==> src/sgs_pkg.sv <==
`default_nettype none
package sgs_pkg;

	localparam int ADDR_BITS_DEF = 48;

	localparam int SRC_ADDR_W = 48;
	localparam int BSIZE_W    = 32;
	localparam int STRIDE_W   = 40;
	localparam int COUNT_W    = 32;
	localparam int LEN_W      = 32;
	localparam int BYTES_W    = 64;
	localparam int CFG_IDX_W  = 2;
	localparam int CFG_DATA_W = 48;
	localparam int KIND_W     = 2;
	localparam int SLOT_W     = 2;
	localparam int NUM_SLOTS  = 3;
	localparam int DIV_CNT_W  = 5;

	localparam logic [KIND_W-1:0] KIND_COPY = 2'd0;
	localparam logic [KIND_W-1:0] KIND_RUN  = 2'd1;
	localparam logic [KIND_W-1:0] KIND_PTR  = 2'd2;
	localparam logic [KIND_W-1:0] KIND_NONE = 2'd3;

	localparam logic [CFG_IDX_W-1:0] REG_SOURCE_BASE = 2'd0;
	localparam logic [CFG_IDX_W-1:0] REG_BLOCK_SIZE  = 2'd1;
	localparam logic [CFG_IDX_W-1:0] REG_STRIDE      = 2'd2;
	localparam logic [CFG_IDX_W-1:0] REG_BLOCK_TOTAL = 2'd3;

	typedef struct packed {
		logic              load_in;
		logic              load_total;
		logic              put_fin;
		logic              do_nb;
		logic              load_rem;
		logic              start;
		logic              do_tail;
		logic              div_start;
		logic              div_step;
		logic              do_run;
		logic              do_head;
		logic              set_done;
		logic              load_out;
		logic [SLOT_W-1:0] ei;
	} sgs_cmd_t;

	typedef struct packed {
		logic fin;
		logic nobuf;
		logic rem_zero;
		logic tail_ok;
		logic bl_zero;
		logic run_ok;
		logic div_last;
		logic emit_last;
	} sgs_status_t;

endpackage
`default_nettype wire

==> src/sgs_ctrl.sv <==
`default_nettype none
module sgs_ctrl import sgs_pkg::*; (
	input  wire logic        clk,
	input  wire logic        arst_n,
	input  wire logic        in_valid,
	output logic             in_ready,
	output logic             out_valid,
	input  wire logic        out_ready,
	input  wire sgs_status_t status,
	output sgs_cmd_t         cmd
);

	typedef enum logic [3:0] {
		ST_IDLE,
		ST_TOT,
		ST_CHK,
		ST_REM,
		ST_TAIL,
		ST_TCHK,
		ST_RUN,
		ST_DIV,
		ST_RUNW,
		ST_HEAD,
		ST_DONE,
		ST_EMIT
	} state_t;

	state_t            state_q;
	state_t            state_d;
	logic              out_valid_q;
	logic [SLOT_W-1:0] ei_q;

	assign in_ready  = (state_q == ST_IDLE);
	assign out_valid = out_valid_q;

	always_comb begin
		cmd     = '0;
		cmd.ei  = ei_q;
		state_d = state_q;
		unique case (state_q)
			ST_IDLE: begin
				if (in_valid) begin
					cmd.load_in = 1'b1;
					state_d     = ST_TOT;
				end
			end
			ST_TOT: begin
				cmd.load_total = 1'b1;
				state_d        = ST_CHK;
			end
			ST_CHK: begin
				if (status.fin) begin
					cmd.put_fin = 1'b1;
					state_d     = ST_EMIT;
				end else if (status.nobuf) begin
					cmd.do_nb = 1'b1;
					state_d   = ST_DONE;
				end else begin
					cmd.load_rem = 1'b1;
					state_d      = ST_REM;
				end
			end
			ST_REM: begin
				// empty segment: drop it without a result
				if (status.rem_zero) begin
					state_d = ST_IDLE;
				end else begin
					cmd.start = 1'b1;
					state_d   = ST_TAIL;
				end
			end
			ST_TAIL: begin
				if (status.tail_ok) begin
					cmd.do_tail = 1'b1;
					state_d     = ST_TCHK;
				end else begin
					state_d = ST_RUN;
				end
			end
			ST_TCHK: begin
				state_d = status.bl_zero ? ST_DONE : ST_RUN;
			end
			ST_RUN: begin
				if (status.run_ok) begin
					cmd.div_start = 1'b1;
					state_d       = ST_DIV;
				end else begin
					state_d = ST_HEAD;
				end
			end
			ST_DIV: begin
				cmd.div_step = 1'b1;
				if (status.div_last) begin
					state_d = ST_RUNW;
				end
			end
			ST_RUNW: begin
				cmd.do_run = 1'b1;
				state_d    = ST_HEAD;
			end
			ST_HEAD: begin
				cmd.do_head = !status.rem_zero;
				state_d     = ST_DONE;
			end
			ST_DONE: begin
				cmd.set_done = 1'b1;
				state_d      = ST_EMIT;
			end
			ST_EMIT: begin
				// advance one slot per free output register
				if (!out_valid_q || out_ready) begin
					cmd.load_out = 1'b1;
					if (status.emit_last) begin
						state_d = ST_IDLE;
					end
				end
			end
			default: state_d = ST_IDLE;
		endcase
	end

	always_ff @(posedge clk or negedge arst_n) begin
		if (!arst_n) begin
			state_q     <= ST_IDLE;
			out_valid_q <= 1'b0;
			ei_q        <= '0;
		end else begin
			state_q <= state_d;
			if (cmd.load_out) begin
				out_valid_q <= 1'b1;
			end else if (out_ready) begin
				out_valid_q <= 1'b0;
			end
			if (state_q != ST_EMIT) begin
				ei_q <= '0;
			end else if (cmd.load_out) begin
				ei_q <= ei_q + SLOT_W'(1);
			end
		end
	end

endmodule
`default_nettype wire

==> config.mk <==
export PLATFORM = sky130hd
export DESIGN_NAME = sgs_ctrl
export DESIGN_NICKNAME = d
export VERILOG_FILES = /design/src/sgs_pkg.sv /design/src/sgs_ctrl.sv
export SDC_FILE = /design/constraint.sdc
export NUM_CORES = 1
export LEC_CHECK = 0
export BUFFER_PORTS_ARGS = -buffer_cell sky130_fd_sc_hd__clkbuf_2
export CAP_MARGIN = 20
export CORE_UTILIZATION = 43
export CTS_CLUSTER_SIZE = 8
export DETAILED_ROUTE_END_ITERATION = 6
export GPL_ROUTABILITY_DRIVEN = 0
export HOLD_SLACK_MARGIN = 0.08
export PLACE_DENSITY = 0.74
export SLEW_MARGIN = 20
export SYNTH_ARGS = -nofsm -noshare
export SYNTH_HDL_FRONTEND = slang
export SYNTH_SLANG_ARGS = --single-unit
==> constraint.sdc <==
create_clock -name clk -period 1.81 [get_ports clk]
set_input_delay 0.0905 -clock clk [delete_from_list [all_inputs] [get_ports clk]]
set_output_delay 0.0905 -clock clk [all_outputs]
set_load 0.1 [all_outputs]
== Word-level counts from Yosys, hierarchy flattened ==
Cells that the tools add are included.

* Bits in registers: 7
* Input bits: 12
* Output and inout port bits: 17
* Logic and storage cells: 62

* $add $sub $neg: 1
* Eq/ne operators: 16
* Mux-type cells: 35
* Reductions and logical operators: 7

{| class="wikitable"
|+ Operators with widths
! kind !! number
|-
| case mux 4 bit (12 select lines) || 1
|-
| 2-to-1 mux 4 bit || 8
|-
| 2-to-1 mux 1 bit || 20
|-
| equality test 4 x 3 -> 1 bit (second input constant) || 4
|-
| equality test 4 bit (second input constant) || 4
|-
| equality test 4 x 2 -> 1 bit (second input constant) || 2
|-
| 2-to-1 mux 2 bit || 4
|-
| != test 2 bit (second input constant) || 4
|-
| 2-to-1 mux 3 bit || 2
|-
| equality test 4 x 1 -> 1 bit (second input constant) || 1
|-
| logical NOT 4 bit || 1
|-
| != test 4 bit (second input constant) || 1
|-
| AND reduction 4 bit || 1
|-
| nonzero test 2 bit || 2
|-
| adder 2 x 1 -> 2 bit (second input constant) || 1
|-
| logical NOT 1 bit || 2
|-
| logical OR 1 bit || 1
|}

== Longest topological paths before layout ==
Gate-level depths: netlist of run 1.

* Depth after elaboration: 6
* Mapped depth: 5
* Gate-level depth less buffers: 4

== Least setup slack after synthesis of run 1 ==
OpenSTA, ideal clock, no wires.

* Path kind: register to output
* From: reg state_q[1]
* To: out cmd[14] (netlist bit)
* Arrival: 4.643 ns
* Data required time: 1.719 ns
* Setup slack: -2.923 ns
* Stages on the path, launching flop included: 5
* Path buffers: 2
* Cells stage by stage: dfrtp_1 buf_6 clkbuf_1 nor4_1 and2_1

{| class="wikitable"
|+ RTL lines
! what !! RTL line !! RTL
|-
| start: declaration || sgs_ctrl.sv:28 || <nowiki>state_t state_q;</nowiki>
|-
| start signal: assignment || sgs_ctrl.sv:128 || <nowiki>state_q <= state_d;</nowiki>
|-
| end: declaration || sgs_ctrl.sv:10 || <nowiki>output sgs_cmd_t cmd</nowiki>
|}

==> flow_summary.html, run 1 <==
<table>
<tr><th>Metric</th><th>Value</th></tr>
<tr><th colspan="2">Setup path</th></tr>
<tr><td>Setup crit start kind</td><td>flip-flop</td></tr>
<tr><td>Data required time of the critical path</td><td>1.72 ns</td></tr>
<tr><td>Critical path, cell by cell</td><td>buf_4 &gt; nand2_1 &gt; nor3_2 &gt; buf_12</td></tr>
<tr><td>Biggest cell delay along the critical path</td><td>0.49 ns</td></tr>
<tr><td>Crit path kind</td><td>reg -&gt; out</td></tr>
<tr><td>Critical path data arrival time</td><td>1.61 ns</td></tr>
<tr><td>Worst-path fanout max</td><td>11</td></tr>
<tr><td>Worst-path cell with the longest stage delay</td><td>sky130_fd_sc_hd__dfrtp_1</td></tr>
<tr><td>Type of element capturing the critical path</td><td>output pin</td></tr>
<tr><th colspan="2">Timing</th></tr>
<tr><td>Measured slew at the worst slew-check pin</td><td>0.562 ns</td></tr>
<tr><td>RSZ-0062 raised after global routing</td><td>no</td></tr>
<tr><td>Worst Skew</td><td>0.00992 ns</td></tr>
<tr><td>Final period demand of the worst path</td><td>1.70 ns</td></tr>
<tr><td>Setup Viol. Count Final</td><td>0</td></tr>
<tr><td>Slew HR</td><td>0.627</td></tr>
<tr><td>Final number of hold-violating endpoints</td><td>0</td></tr>
<tr><td>Fraction of the cycle the final worst path needs</td><td>0.940</td></tr>
<tr><td>Final-report max-slew violation count</td><td>0</td></tr>
<tr><td>Top achievable clock speed</td><td>587 MHz</td></tr>
<tr><th colspan="2">Logic synthesis</th></tr>
<tr><td>Most used DFF post-synth</td><td>sky130_fd_sc_hd__dfrtp_1</td></tr>
<tr><td>Syn avg cell area</td><td>7.83 um2</td></tr>
<tr><td>Ranking of synthesized cells by area</td><td>sky130_fd_sc_hd__dfrtp_1, sky130_fd_sc_hd__nor2b_1, sky130_fd_sc_hd__nand2_1</td></tr>
<tr><td>Syn Inst Count</td><td>73</td></tr>
<tr><td>Biggest area consumer among synthesized cells</td><td>sky130_fd_sc_hd__dfrtp_1</td></tr>
<tr><td>Count of flip-flops with a built-in enable after synthesis</td><td>0</td></tr>
<tr><td>Sequential-to-total area share from yosys stat</td><td>0.306</td></tr>
<tr><td>Total nets after synthesis</td><td>85</td></tr>
<tr><td>Post-synth design cell area</td><td>572 um2</td></tr>
<tr><td>Yosys synthesis warning count</td><td>0</td></tr>
<tr><td>Async S/R FF share, synth</td><td>1.00</td></tr>
<tr><td>Top cell type's share of synthesized area</td><td>0.306</td></tr>
<tr><td>Number of storage elements in the synthesis netlist</td><td>7</td></tr>
<tr><td>Cell variety after synth</td><td>31</td></tr>
<tr><th colspan="2">Routing</th></tr>
<tr><td>Drt pass-1 iters</td><td>4</td></tr>
<tr><td>Average wire per cell in the routed design</td><td>16.5 um</td></tr>
<tr><td>Detailed Route Iter0 Violations</td><td>17</td></tr>
<tr><td>Remaining design rule violation count</td><td>0</td></tr>
<tr><td>Total wire length</td><td>1980 um</td></tr>
<tr><td>Via density per instance</td><td>5.97</td></tr>
<tr><td>Routed via count</td><td>716</td></tr>
<tr><td>Post-DRT Antenna Nets</td><td>0</td></tr>
<tr><th colspan="2">GRT</th></tr>
<tr><td>Global-route total usage across every layer</td><td>0.308</td></tr>
<tr><td>Vias in the first global route</td><td>673</td></tr>
<tr><td>Total gr overflow</td><td>0</td></tr>
<tr><td>Grt met1 use</td><td>0.330</td></tr>
<tr><td>Initial antenna violation count</td><td>0</td></tr>
<tr><td>Largest net degree at the start of global routing</td><td>15</td></tr>
<tr><td>Global-route met2 utilization</td><td>0.581</td></tr>
<tr><td>Peak-usage layer in the global routing report</td><td>met2</td></tr>
<tr><td>GR Layer Usage met3</td><td>0.0756</td></tr>
<tr><td>First-pass GRT wire length</td><td>3000 um</td></tr>
<tr><th colspan="2">Run status</th></tr>
<tr><td>Outcome</td><td>completed</td></tr>
<tr><th colspan="2">Die</th></tr>
<tr><td>Count of standard-cell rows</td><td>12</td></tr>
<tr><td>Die area</td><td>1480 um2</td></tr>
<tr><td>Initial core utilization</td><td>0.488</td></tr>
<tr><td>Vertical extent of the die</td><td>38.5 um</td></tr>
<tr><td>Horizontal die dimension</td><td>38.5 um</td></tr>
<tr><td>Placeable core region</td><td>1170 um2</td></tr>
<tr><td>Number of I/O pins</td><td>29</td></tr>
<tr><th colspan="2">Layout</th></tr>
<tr><td>Diode count</td><td>0</td></tr>
<tr><td>Fin nets</td><td>119</td></tr>
<tr><td>Fill cell total of the finished layout</td><td>43</td></tr>
<tr><td>Final cell count without fillers</td><td>120</td></tr>
<tr><td>Fraction of final layout cells with drive strength greater than 1</td><td>0.481</td></tr>
<tr><td>Area growth from synthesis to layout</td><td>89.9%</td></tr>
<tr><th colspan="2">Clock network</th></tr>
<tr><td>Clock sink count</td><td>7</td></tr>
<tr><td>Clock tree from TritonCTS</td><td>done</td></tr>
<tr><td>Htree depth</td><td>1</td></tr>
<tr><td>Count of buffers added by post-CTS timing repair for setup</td><td>0</td></tr>
<tr><td>Clock-pin slew on the worst setup and hold paths</td><td>0.06 ns</td></tr>
<tr><td>Latest clock arrival within the worst-skew pair</td><td>0.26 ns</td></tr>
<tr><td>CTS Buffer Depth</td><td>2</td></tr>
<tr><td>Buffer type at the clock tree root</td><td>sky130_fd_sc_hd__clkbuf_4</td></tr>
<tr><td>Inserted Clock Buffers</td><td>3</td></tr>
<tr><th colspan="2">Placed design</th></tr>
<tr><td>Count of placed standard cells including taps</td><td>115</td></tr>
<tr><td>Count of buffers from port buffering</td><td>28</td></tr>
<tr><td>Final HPWL DP</td><td>1410 um</td></tr>
<tr><th colspan="2">Min path</th></tr>
<tr><td>HP Class</td><td>in -&gt; reg</td></tr>
<tr><th colspan="2">Run</th></tr>
<tr><td>Max_cap viols</td><td>0</td></tr>
</table>
area by class of cell:
type                            count  area, um2  share of cell area
Clock buffer                        4       26.3              0.0242
Tap cell                           14       17.5              0.0161
Multi-Input combinational cell     60        465               0.429
Sequential cell                     7        175               0.161
Inverter                            1       3.75             0.00346
Timing Repair Buffer               34        398               0.366
path summary, 6_finish.rpt:
| path | slack (ns) | start | cells after the start | endpoint |
|---|---|---|---|---|
| worst min register to register | 0.59 | ei_q[1] | 2 | ei_q[1] |
| worst max register to register | 0.21 | state_q[0] | 4 | state_q[3] |
| worst min-delay path | 0.17 | status[4] | 4 | state_q[1] |
| min in group asynchronous | 0.21 | arst_n | 2 | state_q[3] |
| max in group asynchronous | 1.43 | arst_n | 2 | ei_q[0] |
| worst max-delay path | 0.11 | state_q[3] | 4 | cmd[5] |
critical path, delay by kind of cell (launching register included):
family        cells  cell delay [ns]
simple gates      2             0.35
flops             1             0.49
buf+inv           2             0.49
placed cells by master (no fill, tap or decap), types with 3 or more instances in the layout:
cell / count
sky130_fd_sc_hd__nor3_4: 3
sky130_fd_sc_hd__a21oi_1: 4
sky130_fd_sc_hd__clkbuf_4: 3
sky130_fd_sc_hd__nand2_1: 8
sky130_fd_sc_hd__clkbuf_2: 14
sky130_fd_sc_hd__nor2_1: 6
sky130_fd_sc_hd__o21ai_0: 4
sky130_fd_sc_hd__and3_1: 4
sky130_fd_sc_hd__buf_4: 5
sky130_fd_sc_hd__buf_12: 14
sky130_fd_sc_hd__dfrtp_1: 7
cells by family (layout without fill, tap and decap cells):
logic type	after synthesis	in the layout	share of synthesized area
xor+xnor	1	1	0.0153
simple gates	43	43	0.427
buf+inv	6	39	0.0547
compound gates	16	16	0.197
flops	7	7	0.306
synthesized netlist by cell type, types with 2 or more instances:
cell type / n
sky130_fd_sc_hd__dfrtp_1: 7
sky130_fd_sc_hd__nor4_1: 2
sky130_fd_sc_hd__nor2b_1: 5
sky130_fd_sc_hd__nand2b_1: 2
sky130_fd_sc_hd__a21oi_1: 4
sky130_fd_sc_hd__nand2_1: 8
sky130_fd_sc_hd__nand4b_1: 2
sky130_fd_sc_hd__nor3b_1: 3
sky130_fd_sc_hd__clkbuf_1: 3
sky130_fd_sc_hd__o21ai_0: 4
sky130_fd_sc_hd__and3_1: 4
sky130_fd_sc_hd__nor3_1: 5
sky130_fd_sc_hd__nor2_1: 6
metrics by stage:
stage / util / hold slack (ns) / TNS [ns] / worst slack, ns / cell area [um2]
2_1_floorplan: - / -0.205 / -1.21 / -0.511 / 694
3_3_place_gp: 0.892 / -0.0722 / 0 / 0.281 / 1040
3_5_place_dp: 0.892 / -0.0699 / 0 / 0.230 / 1040
4_1_cts: 0.923 / 0.165 / 0 / 0.0964 / 1080
5_1_grt: 0.927 / 0.212 / 0 / 0.0278 / 1090
6_report: 0.927 / 0.171 / 0 / 0.108 / 1090
timing repair:
action | in CTS | in global routing
hold endpoints to repair | 7 | 0
hold buffers | 1 | 0
resized for setup | 0 | 2
endpoints found under the setup margin | 0 | 3
flip-flops by register name, summed over array words and instances, names as in the netlist:
register,count
state_q,4
ei_q,2
out_valid,1
layer usage:
metal | wire length, um | share of wire
met3 | 112 | 0.057
met2 | 1080 | 0.55
met4 | 25 | 0.013
met1 | 756 | 0.38
met5 | 0 | 0
Power of run 1 is not shown: default switching activity piles up to over one toggle a cycle in this logic, so the estimate is an artifact.
==> run 2: changes to the inputs <==
ABC_AREA = 1   (was default)
CTS_CLUSTER_SIZE = default   (was 8)
==> run 2 against run 1 <==
- utilization shrank 18 points
- final cell count grew 21%
- via count shrank 3.5%
- global-route usage shrank 6.9 points
- synthesized cell count grew 33%
- critical endpoint is now cmd[7]
==> flow_summary.html, run 2 <==
<table>
<tr><th>Metric</th><th>Value</th></tr>
<tr><th colspan="2">Run status</th></tr>
<tr><td>Outcome</td><td>completed</td></tr>
<tr><th colspan="2">Setup path</th></tr>
<tr><td>Type of element capturing the critical path</td><td>output pin</td></tr>
<tr><td>Worst-path fanout max</td><td>9</td></tr>
<tr><td>Biggest cell delay along the critical path</td><td>0.45 ns</td></tr>
<tr><td>Data required time of the critical path</td><td>1.72 ns</td></tr>
<tr><td>Crit path kind</td><td>reg -&gt; out</td></tr>
<tr><td>Critical path buffer and inverter count</td><td>2</td></tr>
<tr><td>Worst-path cell with the longest stage delay</td><td>sky130_fd_sc_hd__dfrtp_1</td></tr>
<tr><td>Critical path, cell by cell</td><td>nor2_4 &gt; nand3_1 &gt; inv_1 &gt; clkbuf_2</td></tr>
<tr><td>Critical path startpoint</td><td>state_q[3]</td></tr>
<tr><td>Cell family contributing the most delay on the critical path</td><td>buffers and inverters</td></tr>
<tr><td>FF-to-FF Start</td><td>state_q[3]</td></tr>
<tr><td>Critical path data arrival time</td><td>1.59 ns</td></tr>
<tr><td>Setup crit start kind</td><td>flip-flop</td></tr>
<tr><th colspan="2">Logic synthesis</th></tr>
<tr><td>Commonest cells in the netlist</td><td>sky130_fd_sc_hd__nand2_1, sky130_fd_sc_hd__inv_1, sky130_fd_sc_hd__nor2_1</td></tr>
<tr><td>Syn avg cell area</td><td>6.01 um2</td></tr>
<tr><td>Count of flip-flops with a built-in enable after synthesis</td><td>0</td></tr>
<tr><td>Top cell type's share of synthesized area</td><td>0.300</td></tr>
<tr><td>Ranking of synthesized cells by area</td><td>sky130_fd_sc_hd__dfrtp_1, sky130_fd_sc_hd__nand2_1, sky130_fd_sc_hd__inv_1</td></tr>
<tr><td>Async S/R FF share, synth</td><td>1.00</td></tr>
<tr><td>Sequential-to-total area share from yosys stat</td><td>0.300</td></tr>
<tr><td>Cell with the most instances after synthesis</td><td>sky130_fd_sc_hd__nand2_1</td></tr>
<tr><td>Biggest area consumer among synthesized cells</td><td>sky130_fd_sc_hd__dfrtp_1</td></tr>
<tr><td>Syn Inst Count</td><td>97</td></tr>
<tr><td>Post-synth design cell area</td><td>583 um2</td></tr>
<tr><td>Number of storage elements in the synthesis netlist</td><td>7</td></tr>
<tr><td>Yosys synthesis warning count</td><td>0</td></tr>
<tr><td>Most used DFF post-synth</td><td>sky130_fd_sc_hd__dfrtp_1</td></tr>
<tr><td>Cell variety after synth</td><td>16</td></tr>
<tr><td>Total nets after synthesis</td><td>109</td></tr>
<tr><th colspan="2">Routing</th></tr>
<tr><td>Total wire length</td><td>1430 um</td></tr>
<tr><td>Drt pass-1 iters</td><td>4</td></tr>
<tr><td>Via density per instance</td><td>4.77</td></tr>
<tr><td>Detailed Route Iter0 Violations</td><td>13</td></tr>
<tr><td>Average wire per cell in the routed design</td><td>9.89 um</td></tr>
<tr><td>Remaining design rule violation count</td><td>0</td></tr>
<tr><td>Routed via count</td><td>691</td></tr>
<tr><td>Post-DRT Antenna Nets</td><td>0</td></tr>
<tr><th colspan="2">Timing</th></tr>
<tr><td>Final number of hold-violating endpoints</td><td>0</td></tr>
<tr><td>Setup Viol. Count Final</td><td>0</td></tr>
<tr><td>Worst Skew</td><td>0.00307 ns</td></tr>
<tr><td>Fraction of the cycle the final worst path needs</td><td>0.930</td></tr>
<tr><td>Measured slew at the worst slew-check pin</td><td>0.543 ns</td></tr>
<tr><td>Top achievable clock speed</td><td>594 MHz</td></tr>
<tr><td>Final-report max-slew violation count</td><td>0</td></tr>
<tr><td>Fin worst setup slack</td><td>0.127 ns</td></tr>
<tr><td>Final period demand of the worst path</td><td>1.68 ns</td></tr>
<tr><td>Slew HR</td><td>0.640</td></tr>
<tr><td>RSZ-0062 raised after global routing</td><td>no</td></tr>
<tr><th colspan="2">Clock network</th></tr>
<tr><td>Clock-pin slew on the worst setup and hold paths</td><td>0.05 ns</td></tr>
<tr><td>Htree depth</td><td>1</td></tr>
<tr><td>Clock tree from TritonCTS</td><td>done</td></tr>
<tr><td>Buffer type at the clock tree root</td><td>sky130_fd_sc_hd__clkbuf_4</td></tr>
<tr><td>Latest clock arrival within the worst-skew pair</td><td>0.25 ns</td></tr>
<tr><td>Clock sink count</td><td>7</td></tr>
<tr><td>CTS Buffer Depth</td><td>2</td></tr>
<tr><td>Inserted Clock Buffers</td><td>3</td></tr>
<tr><th colspan="2">Placed design</th></tr>
<tr><td>Final HPWL DP</td><td>1180 um</td></tr>
<tr><td>Count of buffers from port buffering</td><td>28</td></tr>
<tr><td>Placement-stage worst setup slack</td><td>0.386 ns</td></tr>
<tr><th colspan="2">GRT</th></tr>
<tr><td>Largest net degree at the start of global routing</td><td>10</td></tr>
<tr><td>Global-route total usage across every layer</td><td>0.239</td></tr>
<tr><td>Vias in the first global route</td><td>602</td></tr>
<tr><td>Total gr overflow</td><td>0</td></tr>
<tr><td>First-pass GRT wire length</td><td>2400 um</td></tr>
<tr><td>Initial antenna violation count</td><td>0</td></tr>
<tr><th colspan="2">Min path</th></tr>
<tr><td>HP Class</td><td>in -&gt; reg</td></tr>
<tr><td>Start point of the worst hold path</td><td>status[0]</td></tr>
<tr><th colspan="2">Layout</th></tr>
<tr><td>Area growth from synthesis to layout</td><td>52.6%</td></tr>
<tr><td>Flip-flop count of the largest register, all copies and words added</td><td>4</td></tr>
<tr><td>Fin nets</td><td>144</td></tr>
<tr><td>Most frequent cells in the layout</td><td>sky130_fd_sc_hd__nand2_1, sky130_fd_sc_hd__inv_1, sky130_fd_sc_hd__clkbuf_2, sky130_fd_sc_hd__nor2_1</td></tr>
<tr><td>Register with the most flip-flops</td><td>state_q</td></tr>
<tr><td>Fraction of final layout cells with drive strength greater than 1</td><td>0.382</td></tr>
<tr><td>Diode count</td><td>0</td></tr>
<tr><td>Most common library cell in the layout ignoring fill and taps</td><td>sky130_fd_sc_hd__nand2_1</td></tr>
<tr><th colspan="2">Die</th></tr>
<tr><td>Vertical extent of the die</td><td>38.8 um</td></tr>
<tr><td>Placeable core region</td><td>1190 um2</td></tr>
<tr><td>Horizontal die dimension</td><td>38.8 um</td></tr>
<tr><td>Die area</td><td>1510 um2</td></tr>
<tr><td>Count of standard-cell rows</td><td>12</td></tr>
<tr><td>Initial core utilization</td><td>0.492</td></tr>
<tr><td>Number of I/O pins</td><td>29</td></tr>
<tr><th colspan="2">Run</th></tr>
<tr><td>Max_cap viols</td><td>0</td></tr>
</table>
-- run 2: metal layers --
layer | track usage | wire [um] | vias to the layer above
met5 | 0 | 0 | -
met4 | 0.0776 | 8 | 0
met3 | 0.0694 | 70 | 2
met2 | 0.417 | 730 | 21
met1 | 0.276 | 625 | 303
li1 | - | - | 365
-- run 2: logic make-up (layout without fill, tap and decap cells) --
logic type | count (synthesis) | count (layout) | synth area share
AOI/OAI and AO/OA | 6 | 6 | 0.0558
buffers and inverters | 21 | 55 | 0.135
DFF | 7 | 7 | 0.300
and+or+nand+nor | 63 | 63 | 0.509
-- run 2: tightest hold or removal path, delay by kind of cell --
family / cells / cell delay [ns]
buf+inv: 1 / 0.07
simple gates: 3 / 0.17
-- run 2: through the flow --
stage          area [um2]  utilization  instances  hold WS [ns]  TNS [ns]
4_1_cts               890        0.750        145         0.118         0
5_1_grt               890        0.750        145         0.125         0
2_1_floorplan         628            -         97        -0.205    -0.951
3_3_place_gp          853        0.719        140       -0.0655         0
6_report              890        0.750        145         0.117         0
3_5_place_dp          853        0.719        140       -0.0644         0
-- run 2: layout make-up --
class / count / area, um2
inverter: 21 / 78.8
timing repair buffer: 30 / 218
tap: 14 / 17.5
fill: 96 / 297
clock buffer: 4 / 26.3
multi-input combinational: 69 / 374
sequential: 7 / 175
-- run 2: path summary, 6_finish.rpt --
check / slack, ns / to / depth (start not counted)
min in group asynchronous: 0.23 / state_q[3] / 2
max: 0.13 / cmd[7] / 4
max in group asynchronous: 1.42 / state_q[0] / 2
min reg2reg: 0.46 / ei_q[1] / 1
min: 0.12 / state_q[3] / 4
max reg2reg: 0.54 / state_q[3] / 7
-- run 2: what timing repair did --
action,4_1_cts,5_1_grt
setup endpoints to repair,0,1
setup buffers,0,0
endpoints found under the hold margin,7,0
gates resized for setup,0,1
hold buffers,1,0
Power of run 2 is left out for the same reason.
==> run 3: changes to the inputs <==
CORE_MARGIN = 2   (was default)
PLACE_DENSITY = 0.78   (was 0.74)
==> run 3 against run 2 <==
- hold slack improved by 0.040 ns
- first-iteration DRC count increased by 77%
- final area decreased by 0.56%
- final cell count unchanged
- count of clock-buffer cells in the layout decreased by 1
- die area increased by 11%
- clock skew decreased by 0.0015 ns
- maximum frequency decreased by 0.90%
- via count decreased by 2.5%
- setup slack got worse by 0.015 ns
- routed wire length decreased by 0.98%
- critical path type unchanged
==> flow_summary.html, run 3 (same netlist as run 2, synthesis figures left out) <==
<table>
<tr><th>Metric</th><th>Value</th></tr>
<tr><th colspan="2">Clock network</th></tr>
<tr><td>Inserted Clock Buffers</td><td>3</td></tr>
<tr><td>Clock sink count</td><td>7</td></tr>
<tr><td>Htree depth</td><td>1</td></tr>
<tr><td>CTS Buffer Depth</td><td>2</td></tr>
<tr><td>Clock-pin slew on the worst setup and hold paths</td><td>0.05 ns</td></tr>
<tr><td>Clock tree from TritonCTS</td><td>done</td></tr>
<tr><td>Latest clock arrival within the worst-skew pair</td><td>0.25 ns</td></tr>
<tr><td>Buffer type at the clock tree root</td><td>sky130_fd_sc_hd__clkbuf_4</td></tr>
<tr><th colspan="2">Routing</th></tr>
<tr><td>Post-DRT Antenna Nets</td><td>0</td></tr>
<tr><td>Remaining design rule violation count</td><td>0</td></tr>
<tr><td>Total wire length</td><td>1420 um</td></tr>
<tr><td>Drt pass-1 iters</td><td>4</td></tr>
<tr><td>Via density per instance</td><td>4.65</td></tr>
<tr><td>Average wire per cell in the routed design</td><td>9.79 um</td></tr>
<tr><td>Detailed Route Iter0 Violations</td><td>23</td></tr>
<tr><td>Routed via count</td><td>674</td></tr>
<tr><th colspan="2">GRT</th></tr>
<tr><td>Global-route total usage across every layer</td><td>0.194</td></tr>
<tr><td>Vias in the first global route</td><td>524</td></tr>
<tr><td>Initial antenna violation count</td><td>0</td></tr>
<tr><td>Total gr overflow</td><td>0</td></tr>
<tr><td>First-pass GRT wire length</td><td>2070 um</td></tr>
<tr><td>Largest net degree at the start of global routing</td><td>10</td></tr>
<tr><th colspan="2">Layout</th></tr>
<tr><td>Fin nets</td><td>143</td></tr>
<tr><td>Most common library cell in the layout ignoring fill and taps</td><td>sky130_fd_sc_hd__nand2_1</td></tr>
<tr><td>Flip-flop count of the largest register, all copies and words added</td><td>4</td></tr>
<tr><td>Register with the most flip-flops</td><td>state_q</td></tr>
<tr><td>Fraction of final layout cells with drive strength greater than 1</td><td>0.385</td></tr>
<tr><td>Most frequent cells in the layout</td><td>sky130_fd_sc_hd__nand2_1, sky130_fd_sc_hd__inv_1, sky130_fd_sc_hd__clkbuf_2, sky130_fd_sc_hd__nor2_1</td></tr>
<tr><td>Fill cell total of the finished layout</td><td>131</td></tr>
<tr><td>Diode count</td><td>0</td></tr>
<tr><td>Final cell count without fillers</td><td>145</td></tr>
<tr><td>Area growth from synthesis to layout</td><td>51.7%</td></tr>
<tr><th colspan="2">Die</th></tr>
<tr><td>Vertical extent of the die</td><td>40.8 um</td></tr>
<tr><td>Initial core utilization</td><td>0.454</td></tr>
<tr><td>Die area</td><td>1670 um2</td></tr>
<tr><td>Number of I/O pins</td><td>29</td></tr>
<tr><td>Horizontal die dimension</td><td>40.8 um</td></tr>
<tr><td>Placeable core region</td><td>1280 um2</td></tr>
<tr><td>Count of standard-cell rows</td><td>13</td></tr>
<tr><th colspan="2">Run status</th></tr>
<tr><td>Outcome</td><td>completed</td></tr>
<tr><th colspan="2">Setup path</th></tr>
<tr><td>Type of element capturing the critical path</td><td>output pin</td></tr>
<tr><td>Setup crit start kind</td><td>flip-flop</td></tr>
<tr><td>Crit path kind</td><td>reg -&gt; out</td></tr>
<tr><td>Critical path data arrival time</td><td>1.61 ns</td></tr>
<tr><td>Worst-path fanout max</td><td>4</td></tr>
<tr><td>Endpoint of the lowest-slack register-to-register path</td><td>state_q[3]</td></tr>
<tr><td>FF-to-FF Start</td><td>state_q[3]</td></tr>
<tr><td>Worst Reg-to-Reg Cells</td><td>7</td></tr>
<tr><td>Data required time of the critical path</td><td>1.72 ns</td></tr>
<tr><td>Worst reg2reg setup slack</td><td>0.52 ns</td></tr>
<tr><th colspan="2">Min path</th></tr>
<tr><td>Start point of the worst hold path</td><td>status[0]</td></tr>
<tr><td>Worst Hold Endpoint</td><td>state_q[3]</td></tr>
<tr><td>Number of stages on the worst hold path</td><td>4</td></tr>
<tr><td>HP Class</td><td>in -&gt; reg</td></tr>
<tr><th colspan="2">Placed design</th></tr>
<tr><td>Final HPWL DP</td><td>1240 um</td></tr>
<tr><td>Placement-stage worst setup slack</td><td>0.370 ns</td></tr>
<tr><td>Count of placed standard cells including taps</td><td>140</td></tr>
<tr><td>Count of buffers from port buffering</td><td>28</td></tr>
<tr><th colspan="2">Timing</th></tr>
<tr><td>Slew HR</td><td>0.641</td></tr>
<tr><td>Fin worst setup slack</td><td>0.111 ns</td></tr>
<tr><td>Final setup TNS</td><td>0 ns</td></tr>
<tr><td>Fraction of the cycle the final worst path needs</td><td>0.939</td></tr>
<tr><td>Top achievable clock speed</td><td>589 MHz</td></tr>
<tr><td>Final period demand of the worst path</td><td>1.70 ns</td></tr>
<tr><td>Setup Viol. Count Final</td><td>0</td></tr>
<tr><td>RSZ-0062 raised after global routing</td><td>no</td></tr>
<tr><td>Measured slew at the worst slew-check pin</td><td>0.540 ns</td></tr>
<tr><td>Final number of hold-violating endpoints</td><td>0</td></tr>
<tr><td>Worst Skew</td><td>0.00159 ns</td></tr>
<tr><td>Final-report max-slew violation count</td><td>0</td></tr>
<tr><th colspan="2">Run</th></tr>
<tr><td>Max_cap viols</td><td>0</td></tr>
</table>
## run 3: cell types whose count changed in the layout (fill, tap and decap cells not counted)
cell                       previous run  this run
sky130_fd_sc_hd__clkbuf_1             1         0
sky130_fd_sc_hd__clkinv_2             0         1
sky130_fd_sc_hd__buf_4                7         6
## run 3: through the flow
stage	hold slack (ns)	utilization	area [um2]
2_1_floorplan	-0.205	-	628
3_3_place_gp	-0.0679	0.659	847
3_5_place_dp	-0.0674	0.659	847
4_1_cts	0.139	0.688	885
5_1_grt	0.172	0.688	885
6_report	0.157	0.688	885
## run 3: cell type report
class                   count  area [um2]  share of cell area
clock buffers               3        22.5              0.0255
clock inverters             1        5.00             0.00566
inverters                  21        78.8              0.0891
multi-input cells          69         374               0.423
flip-flops and latches      7         175               0.198
well taps                  15        18.8              0.0212
repair buffers             29         210               0.238
## run 3: how the worst max path moves through the flow
stage / startpoint / to / slack [ns] / depth (start not counted)
3_5_place_dp: state_q[0] / cmd[13] / 0.37 / 5
5_1_grt: state_q[3] / cmd[7] / 0.02 / 4
4_1_cts: state_q[0] / cmd[13] / 0.09 / 5
6_report: state_q[0] / cmd[13] / 0.11 / 5
3_3_place_gp: state_q[3] / cmd[7] / 0.39 / 4
2_1_floorplan: state_q[0] / in_ready / -0.34 / 3
## run 3: timing repair
action / CTS / global route
setup endpoints to repair: 0 / 1
buffers inserted: 0 / 0
hold buffers: 1 / 0
gates resized for setup: 0 / 1
hold endpoints to repair: 7 / 0
## run 3: metal layers
layer  track usage  vias to the layer above  wire (um)
met4        0.0750                        0          6
met3        0.0489                        2         90
met2         0.328                       24        743
li1              -                      361          -
met5             0                        -          0
met1         0.232                      287        580
## run 3: worst max-delay path: stages, from the launching register on
cell and delay [ns]:
sky130_fd_sc_hd__dfrtp_1 0.42, sky130_fd_sc_hd__inv_1 0.07, sky130_fd_sc_hd__nor2_1 0.18, sky130_fd_sc_hd__inv_1 0.14
sky130_fd_sc_hd__nor2_2 0.09, sky130_fd_sc_hd__clkbuf_2 0.45
Power of run 3 is left out for the same reason.
